File: src/rtl/core/tat_pkg.sv
package tat_pkg;

  localparam int ALARM_SLOTS = 16;
  localparam int SLOT_W      = (ALARM_SLOTS > 1) ? $clog2(ALARM_SLOTS) : 1;

  localparam int TIME_W = 64;
  localparam int TASK_W = 8;
  localparam int DIVR_W = 16;

  // the ms dividend is tick_count * 1000, which needs ten more bits
  localparam int DIVD_W = TIME_W + 10;
  // divisor covers both 65536 and the tick rate (at most 1193182)
  localparam int DIVS_W = 21;
  localparam int CNT_W  = $clog2(DIVD_W + 1);

  localparam logic [DIVS_W-1:0] BASE_HZ     = 21'd1193182;
  localparam logic [DIVR_W-1:0] DIV_RESET   = 16'd1193;
  localparam logic [CNT_W-1:0]  STEPS_RATE  = CNT_W'(DIVS_W);
  localparam logic [CNT_W-1:0]  STEPS_TIME  = CNT_W'(DIVD_W);

  localparam logic OP_TICK  = 1'b0;
  localparam logic OP_SLEEP = 1'b1;

  typedef enum logic [1:0] {
    ST_ACCEPT = 2'd0,
    ST_FULL   = 2'd1,
    ST_WOKEN  = 2'd2
  } status_t;

  typedef struct packed {
    logic             start;
    logic [CNT_W-1:0] steps;
  } div_req_t;

endpackage

File: src/rtl/core/tat_div.sv
module tat_div import tat_pkg::*; (
  input  logic              clk,
  input  logic              rst_n,
  input  div_req_t          req,
  input  logic [DIVD_W-1:0] dividend,
  input  logic [DIVS_W-1:0] divisor,
  output logic              done,
  output logic [DIVD_W-1:0] quotient
);

  logic [DIVS_W-1:0] rem_r;
  logic [DIVD_W-1:0] quo_r;
  logic [DIVS_W-1:0] dvs_r;
  logic [CNT_W-1:0]  cnt_r;
  logic              busy_r;
  logic              done_r;

  logic [DIVS_W:0]   trial;
  logic [DIVS_W:0]   diff;
  logic              ge;
  logic [DIVS_W-1:0] rem_nxt;
  logic [DIVD_W-1:0] quo_nxt;

  // restoring division, one quotient bit per cycle; dividend msb first
  always_comb begin
    trial   = {rem_r, quo_r[DIVD_W-1]};
    ge      = (trial >= {1'b0, dvs_r});
    diff    = trial - {1'b0, dvs_r};
    rem_nxt = ge ? diff[DIVS_W-1:0] : trial[DIVS_W-1:0];
    quo_nxt = {quo_r[DIVD_W-2:0], ge};
  end

  always_ff @(posedge clk) begin
    if (!rst_n) begin
      busy_r <= 1'b0;
      done_r <= 1'b0;
      cnt_r  <= '0;
    end else begin
      done_r <= !req.start && busy_r && (cnt_r == CNT_W'(1));
      if (req.start) begin
        busy_r <= 1'b1;
        cnt_r  <= req.steps;
      end else if (busy_r) begin
        cnt_r <= cnt_r - 1'b1;
        if (cnt_r == CNT_W'(1)) busy_r <= 1'b0;
      end
    end
  end

  always_ff @(posedge clk) begin
    if (req.start) begin
      rem_r <= '0;
      quo_r <= dividend;
      dvs_r <= divisor;
    end else if (busy_r) begin
      rem_r <= rem_nxt;
      quo_r <= quo_nxt;
    end
  end

  assign done     = done_r;
  assign quotient = quo_r;

endmodule

File: src/rtl/core/tick_alarm_table_unit.sv
// Tick counter with a table of sleep alarms. A beat with in_tuser = 0 is a timer tick: the
// count advances and every pending alarm that is due is reported as woken (status 2), in
// ascending slot order, with tlast on the final one; a tick that wakes nothing gives no beat.
// A beat with in_tuser = 1 is a sleep request and gives exactly one beat: status 0 with the
// start time when a slot was free, status 1 with the current time when the table is full.
// Time in ms is floor(1000 * ticks / floor(1193182 / divider)), saturated at 2^64-1, where a
// divider of 0 means 65536. Both divisions run on one shared restoring divider, one bit per
// cycle: 21 steps for the tick rate, then 74 for the time. A tick then reads and checks
// each table slot in turn and emits one beat per woken task; a stall on the result side
// holds any beat. in_tready is low while an item is being worked on. The user must write
// the divider register with cfg_wr_en only while idle; the block itself does not enforce it.
module tick_alarm_table_unit import tat_pkg::*; (
  input  logic                       clk,
  input  logic                       rst_n,
  input  logic                       cfg_wr_en,
  input  logic [DIVR_W-1:0]          cfg_wr_data,
  input  logic                       in_tvalid,
  output logic                       in_tready,
  input  logic [TIME_W+TASK_W-1:0]   in_tdata,   // sleep_ms, task_id
  input  logic                       in_tuser,   // operation
  output logic                       out_tvalid,
  input  logic                       out_tready,
  output logic [TASK_W+TIME_W-1:0]   out_tdata,  // task_number, time_ms
  output logic [1:0]                 out_tuser,  // status
  output logic                       out_tlast
);

  typedef enum logic [8:0] {
    S_IDLE  = 9'b000000001,
    S_RATE  = 9'b000000010,
    S_MUL   = 9'b000000100,
    S_TIME  = 9'b000001000,
    S_SAT   = 9'b000010000,
    S_SLEEP = 9'b000100000,
    S_RD    = 9'b001000000,
    S_CK    = 9'b010000000,
    S_EMIT  = 9'b100000000
  } state_t;

  state_t state_r, state_nxt;

  logic [DIVR_W-1:0]      divider_r;
  logic [TIME_W-1:0]      tick_cnt_r;
  logic [TIME_W-1:0]      time_r;
  logic                   op_r;
  logic [TIME_W-1:0]      len_r;
  logic [TASK_W-1:0]      task_r;
  logic [ALARM_SLOTS-1:0] slot_valid_r;
  logic [ALARM_SLOTS-1:0] due_r;
  logic [SLOT_W-1:0]      idx_r;
  logic [TIME_W-1:0]      rd_start_r;
  logic [TIME_W-1:0]      rd_len_r;
  logic                   rd_vld_r;

  logic [TIME_W-1:0] alarm_start [ALARM_SLOTS];
  logic [TIME_W-1:0] alarm_len   [ALARM_SLOTS];
  logic [TASK_W-1:0] alarm_task  [ALARM_SLOTS];

  logic              out_valid_r;
  logic [1:0]        out_status_r;
  logic [TASK_W-1:0] out_task_r;
  logic [TIME_W-1:0] out_time_r;
  logic              out_last_r;

  div_req_t          div_req;
  logic [DIVD_W-1:0] div_dividend;
  logic [DIVS_W-1:0] div_divisor;
  logic              div_done;
  logic [DIVD_W-1:0] div_quo;

  logic [DIVR_W:0]        div_eff;
  logic [DIVD_W-1:0]      tick_ext;
  logic [DIVD_W-1:0]      ms_prod;
  logic                   in_fire;
  logic                   out_free;
  logic                   free_found;
  logic [SLOT_W-1:0]      free_idx;
  logic                   due_any;
  logic [SLOT_W-1:0]      pick_idx;
  logic [ALARM_SLOTS-1:0] due_rest;
  logic [TIME_W:0]        alarm_end;
  logic                   slot_due;
  logic                   scan_last;

  assign in_fire  = in_tvalid && in_tready;
  assign out_free = !out_valid_r || out_tready;
  assign in_tready = (state_r == S_IDLE);

  assign div_eff  = (divider_r == '0) ? {1'b1, {DIVR_W{1'b0}}} : {1'b0, divider_r};
  // tick_count * 1000 as 1024 - 32 + 8
  assign tick_ext = DIVD_W'(tick_cnt_r);
  assign ms_prod  = (tick_ext << 10) - (tick_ext << 5) + (tick_ext << 3);

  always_comb begin
    div_req.start = 1'b0;
    div_req.steps = STEPS_RATE;
    div_dividend  = {BASE_HZ, {(DIVD_W-DIVS_W){1'b0}}};
    div_divisor   = DIVS_W'(div_eff);
    if (state_r == S_IDLE) begin
      div_req.start = in_fire;
    end else if (state_r == S_MUL) begin
      div_req.start = 1'b1;
      div_req.steps = STEPS_TIME;
      div_dividend  = ms_prod;
      div_divisor   = div_quo[DIVS_W-1:0];
    end
  end

  tat_div u_div (
    .clk      (clk),
    .rst_n    (rst_n),
    .req      (div_req),
    .dividend (div_dividend),
    .divisor  (div_divisor),
    .done     (div_done),
    .quotient (div_quo)
  );

  // lowest free slot and lowest due slot
  always_comb begin
    free_idx = '0;
    pick_idx = '0;
    for (int i = ALARM_SLOTS - 1; i >= 0; i--) begin
      if (!slot_valid_r[i]) free_idx = SLOT_W'(i);
      if (due_r[i])         pick_idx = SLOT_W'(i);
    end
    free_found = ~&slot_valid_r;
    due_any    = |due_r;
    due_rest   = due_r;
    due_rest[pick_idx] = 1'b0;
  end

  // 65-bit end so an alarm past 2^64-1 never comes due
  assign alarm_end = {1'b0, rd_start_r} + {1'b0, rd_len_r};
  assign slot_due  = rd_vld_r && !alarm_end[TIME_W] && (alarm_end[TIME_W-1:0] <= time_r);
  assign scan_last = (idx_r == SLOT_W'(ALARM_SLOTS - 1));

  always_comb begin
    state_nxt = state_r;
    unique case (state_r)
      S_IDLE:  if (in_fire) state_nxt = S_RATE;
      S_RATE:  if (div_done) state_nxt = S_MUL;
      S_MUL:   state_nxt = S_TIME;
      S_TIME:  if (div_done) state_nxt = S_SAT;
      S_SAT:   state_nxt = (op_r == OP_SLEEP) ? S_SLEEP : S_RD;
      S_SLEEP: if (out_free) state_nxt = S_IDLE;
      S_RD:    state_nxt = S_CK;
      S_CK:    state_nxt = scan_last ? S_EMIT : S_RD;
      S_EMIT:  if (!due_any) state_nxt = S_IDLE;
      default: state_nxt = S_IDLE;
    endcase
  end

  always_ff @(posedge clk) begin
    if (!rst_n) begin
      state_r      <= S_IDLE;
      divider_r    <= DIV_RESET;
      tick_cnt_r   <= '0;
      slot_valid_r <= '0;
      out_valid_r  <= 1'b0;
    end else begin
      state_r <= state_nxt;
      if (cfg_wr_en) divider_r <= cfg_wr_data;
      if (in_fire && (in_tuser == OP_TICK)) tick_cnt_r <= tick_cnt_r + 1'b1;
      if (((state_r == S_SLEEP) && out_free) ||
          ((state_r == S_EMIT) && due_any && out_free)) begin
        out_valid_r <= 1'b1;
      end else if (out_tready) begin
        out_valid_r <= 1'b0;
      end
      if ((state_r == S_SLEEP) && out_free && free_found) slot_valid_r[free_idx] <= 1'b1;
      if ((state_r == S_EMIT) && due_any && out_free) slot_valid_r[pick_idx] <= 1'b0;
    end
  end

  always_ff @(posedge clk) begin
    if (in_fire) begin
      op_r   <= in_tuser;
      len_r  <= in_tdata[TIME_W-1:0];
      task_r <= in_tdata[TIME_W+TASK_W-1:TIME_W];
    end
    if (state_r == S_SAT) begin
      time_r <= (div_quo[DIVD_W-1:TIME_W] != '0) ? {TIME_W{1'b1}} : div_quo[TIME_W-1:0];
      idx_r  <= '0;
      due_r  <= '0;
    end
    if (state_r == S_RD) begin
      rd_start_r <= alarm_start[idx_r];
      rd_len_r   <= alarm_len[idx_r];
      rd_vld_r   <= slot_valid_r[idx_r];
    end
    if (state_r == S_CK) begin
      due_r[idx_r] <= slot_due;
      if (!scan_last) idx_r <= idx_r + 1'b1;
    end
    if ((state_r == S_SLEEP) && out_free) begin
      out_status_r <= free_found ? ST_ACCEPT : ST_FULL;
      out_task_r   <= task_r;
      out_time_r   <= time_r;
      out_last_r   <= 1'b1;
      if (free_found) begin
        alarm_start[free_idx] <= time_r;
        alarm_len[free_idx]   <= len_r;
        alarm_task[free_idx]  <= task_r;
      end
    end
    if ((state_r == S_EMIT) && due_any && out_free) begin
      out_status_r <= ST_WOKEN;
      out_task_r   <= alarm_task[pick_idx];
      out_time_r   <= time_r;
      out_last_r   <= (due_rest == '0);
      due_r        <= due_rest;
    end
  end

  assign out_tvalid = out_valid_r;
  assign out_tdata  = {out_time_r, out_task_r};
  assign out_tuser  = out_status_r;
  assign out_tlast  = out_last_r;

endmodule

File: config.mk
export PLATFORM = sky130hd
export DESIGN_NAME = tick_alarm_table_unit
export DESIGN_NICKNAME = d
export VERILOG_FILES = /design/src/rtl/core/tat_pkg.sv /design/src/rtl/core/tat_div.sv /design/src/rtl/core/tick_alarm_table_unit.sv
export SDC_FILE = /design/constraint.sdc
export NUM_CORES = 2
export LEC_CHECK = 0
export BUFFER_PORTS_ARGS = -buffer_cell sky130_fd_sc_hd__buf_2
export CORE_UTILIZATION = 35
export DETAILED_ROUTE_END_ITERATION = 6
export GPL_ROUTABILITY_DRIVEN = 0
export SLEW_MARGIN = 20
export SYNTH_ARGS = -nofsm -noshare
export SYNTH_HDL_FRONTEND = slang
export SYNTH_SLANG_ARGS = --single-unit
export TNS_END_PERCENT = 30
File: constraint.sdc
create_clock -name clk -period 13 [get_ports clk]
set_input_delay 2.6 -clock clk [delete_from_list [all_inputs] [get_ports clk]]
set_output_delay 2.6 -clock clk [all_outputs]
set_load 0.01 [all_outputs]
==> insert_results.sql <==
INSERT INTO impl_metrics (metric_group, metric, value, unit) VALUES
('run_status', 'status', 'finished with violations', ''),
('run_status', 'failing_checks', 'design-rule violations', ''),
('setup_path', 'timing_worst_setup_path_type', 'reg -> reg', ''),
('min_path', 'min-delay-path-class', 'reg -> reg', ''),
('yosys', 'yosysWarnings', '0', ''),
('detailed_routing', 'route.detailed.drc', '13', ''),
('sta', 'timing.final.crit_share', '54.2', '%'),
('clocking', 'clkTransAtPathRegs', '60', 'ps'),
('detailed_routing', 'antenna_left', '0', ''),
('place', 'place_ws', '6170', 'ps'),
('global_routing', 'grt_pass1_vias', '62200', ''),
('place', 'port_buffers', '170', ''),
('floorplan', 'placeableCoreArea', '0.328', 'sq mm'),
('yosys', 'asyncSetResetFlopFracSynth', '0', '%'),
('yosys', 'synth_area_per_cell', '17.7', 'sq um'),
('detailed_routing', 'routedWlPerCell', '25.6', 'um'),
('cells_and_area', 'fin_nets', '7209', ''),
('cells_and_area', 'finalInstanceArea', '0.131', 'sq mm'),
('flow_run', 'max_cap_viol_count', '0', ''),
('floorplan', 'placement_rows', '210', ''),
('floorplan', 'chipHeight', '576', 'um'),
('detailed_routing', 'drt_pre_antenna_iters', '7', ''),
('sta', 'postLayoutSetupSlackWorst', '5960', 'ps'),
('cells_and_area', 'final_layout_size_suffix_gt1_share', '21.0', '%'),
('detailed_routing', 'drt-vias-per-instance', '5.34', ''),
('setup_path', 'critical_path.reg2reg.startpoint', 'rd_len_r[3]', ''),
('setup_path', 'rr_endpoint', 'due_r[11]', ''),
('clocking', 'clock_path_buffers', '4', ''),
('setup_path', 'timing.critical_path.arrival', '7770', 'ps'),
('floorplan', 'initial_core_utilization', '35.2', '%'),
('sta', 'worst_margin_pin_slew', '1060', 'ps'),
('clocking', 'post_cts_hold_buffer_count', '0', ''),
('detailed_routing', 'drt_wl_total', '292000', 'um'),
('floorplan', 'ios', '171', ''),
('detailed_routing', 'dr.first_iter.drc_count', '5507', ''),
('yosys', 'syn-cell-area', '0.115', 'sq mm'),
('sta', 'clock_skew', '43.6', 'ps'),
('detailed_routing', 'route.vias.total', '60800', ''),
('clocking', 'htree_num_levels', '5', ''),
('yosys', 'synth_ff_type', 'edfxtp_1', ''),
('sta', 'max_freq', '142', 'MHz'),
('setup_path', 'worstSetupEndpointType', 'flip-flop', ''),
('setup_path', 'cp_max_fo', '6', ''),
('setup_path', 'setup.worst_path.start_class', 'flip-flop', ''),
('clocking', 'clock_insertion_delay_worst_skew', '870', 'ps'),
('setup_path', 'worst_r2r_path_depth', '24', ''),
('floorplan', 'design.die.area', '0.332', 'sq mm'),
('power', 'leakage', '41.1', 'nW'),
('clocking', 'clock-sinks', '2768', ''),
('min_path', 'whs_endpoint', 'u_div.rem_r[16]', ''),
('min_path', 'hold_depth', '2', ''),
('global_routing', 'grtUsageTotal', '17.4', '%'),
('clocking', 'cts_tree', 'yes', ''),
('clocking', 'post_cts_resize_count', '0', ''),
('yosys', 'synth_area_leader_cell', 'edfxtp_1', ''),
('clocking', 'tritoncts.num_buffers', '298', ''),
('yosys', 'synth_cells', '6507', ''),
('yosys', 'yosysTopAreaCellShare', '67.9', '%'),
('clocking', 'clk_root_buffer_cell', 'clkbuf_16', ''),
('sta', 'report.final.slew_viol_count', '0', ''),
('place', 'placed_cell_area', '0.122', 'sq mm'),
('sta', 'setup_repair_after_global_routing_missed_its_margin', 'no', ''),
('power', 'worst_ir_drop_vdd', '91.4', 'uV'),
('power', 'cellPowerDensity', '144', 'mW/mm^2'),
('yosys', 'synth_cell_types', '87', ''),
('sta', 'setup_failing_eps_final', '0', ''),
('cells_and_area', 'area_delta_synth_final', '13.8', '%'),
('global_routing', 'antenna_violations_before_repair', '15', ''),
('sta', 'finalSetupTns', '0', 'ps'),
('min_path', 'min_from', 'u_div.rem_r[16]', ''),
('sta', 'final_hold_viol_count', '0', '');
==> critical path, stage by stage (launching register included) <==
cell and delay (ps):
edfxtp_1 380, ha_1 370, o211ai_1 110, o21ai_1 340, o211ai_1 210, a311o_1 450
a2111oi_4 470, nor3_2 150, o31ai_4 410, a31oi_4 170, o31ai_2 410, a221oi_1 150
xnor2_1 150, ha_1 330, nand4_1 160, nor4_1 520, nand4_1 200, nor3_1 310
o21ai_0 150, a21oi_1 150, nor4_1 70, a22oi_1 680, nor4_2 250, nand2_1 180
o21ai_0 110
==> synth_stat cells (16+ instances only) <==
master    number
edfxtp_1    2610
mux4_2       645
nand2_1      366
inv_1        334
a21oi_1      236
ha_1         236
nor2_1       236
o21ai_0      225
clkbuf_1     185
dfxtp_1      158
xnor2_1      141
nand3_1      117
a21o_1       103
or2_2         76
buf_1         64
xor2_1        64
mux2i_1       63
nand4_1       63
fa_1          59
nor3_1        51
nor4_1        37
a31oi_1       33
nand2b_1      29
o21bai_1      28
and3_1        27
nor2b_1       26
o21a_1        21
and2_1        18
o211ai_1      18
or3_1         18
a211oi_1      16
o22ai_1       16
==> cells by family (layout without fill, tap and decap cells) <==
group,count (synthesis),in the layout,synth area share (%)
buffers and inverters,595,1139,1.95
other,0,6,0
xor gates and xnor gates,205,205,1.56
muxes,715,715,13.2
DFF,2768,2768,70.6
and+or+nand+nor,1113,1113,4.65
AOI/OAI and AO/OA,816,816,4.42
adders and majority gates,295,295,3.58
==> registers in the layout (all words and copies together), names as in the netlist, 16 cells and up <==
| register | cells |
|---|---|
| time_r | 64 |
| divider_r | 16 |
| u_div.dvs_r | 21 |
| due_r | 16 |
| rd_len_r | 64 |
| u_div.rem_r | 21 |
| u_div.quotient | 74 |
| tick_cnt_r | 64 |
| len_r | 64 |
| alarm_task | 128 |
| slot_valid_r | 16 |
| alarm_len | 1024 |
| rd_start_r | 64 |
| alarm_start | 1024 |
| out_time_r | 64 |
==> cell type report <==
class	instances	area, sq um
Tap cell	4346	5440
Antenna cell	6	15.0
Clock buffer	355	7760
Sequential cell	2768	81600
Fill cell	29100	196000
Multi-Input combinational cell	3144	31800
Timing Repair Buffer	273	1800
Inverter	335	1260
Clock inverter	176	1710
==> cells in the final DEF (no fill, tap or decap), drive strengths merged, types with 8 or more instances in the layout <==
cell type	synthesis	routed
nand2b	29	29
fa	59	59
o21a	21	21
nor3	56	56
a211oi	16	16
bufinv	0	24
o21ai	232	232
and3	27	27
inv	335	352
a21boi	12	12
xor2	64	64
o22ai	16	16
clkinv	0	119
mux4	645	645
nand4	63	63
nand2	366	366
mux2i	63	63
nand3	117	117
and2	19	19
or2	78	78
edfxtp	2610	2610
buf	75	273
ha	236	236
xnor2	141	141
a31oi	34	34
nor2b	26	26
or3	18	18
a21oi	236	236
nor2	237	237
o21bai	28	28
nor4	39	39
a21o	103	103
dfxtp	158	158
o31a	8	8
clkinvlp	0	16
o211ai	18	18
clkbuf	185	355
o31ai	17	17
==> where the power goes <==
group          switching (W)  internal, W
clock                0.00352      0.00478
combinational       0.000337     0.000212
sequential          0.000156      0.00985
total                0.00401       0.0148
==> per-stage QoR <==
step                      utilization [%]  cells  hold slack, ps  power [W]
final                                40.1  11400             481     0.0189
after detailed placement             37.2  10900             476     0.0107
after CTS                            40.1  11400             485     0.0190
after floorplan                         -   6507             442     0.0105
after global routing                 40.1  11400             516     0.0194
after global placement               37.2  10900             472     0.0107
==> worst max-delay path by stage <==
stage / startpoint / cells past startpoint / slack [ps] / to
final: rd_len_r[3] / 24 / 5960 / due_r[11]
after global routing: rd_start_r[0] / 26 / 5550 / due_r[10]
after CTS: rd_len_r[3] / 24 / 6100 / due_r[11]
after detailed placement: rd_len_r[3] / 24 / 6170 / due_r[11]
after global placement: rd_start_r[4] / 24 / 6260 / due_r[10]
after floorplan: out_tready / 3 / 20 / alarm_len[3][0]
==> per-layer routing <==
metal | vias up | share of wire (%) | wire, um | GRT usage [%]
met3 | 391 | 5.8 | 17100 | 2.41
li1 | 26400 | - | - | -
met5 | - | 0.014 | 41 | 0
met2 | 1987 | 48 | 141000 | 28.6
met1 | 32000 | 44 | 127000 | 24.2
met4 | 6 | 2.4 | 6930 | 4.42
Note: power is estimated with default switching activity, not from simulation.
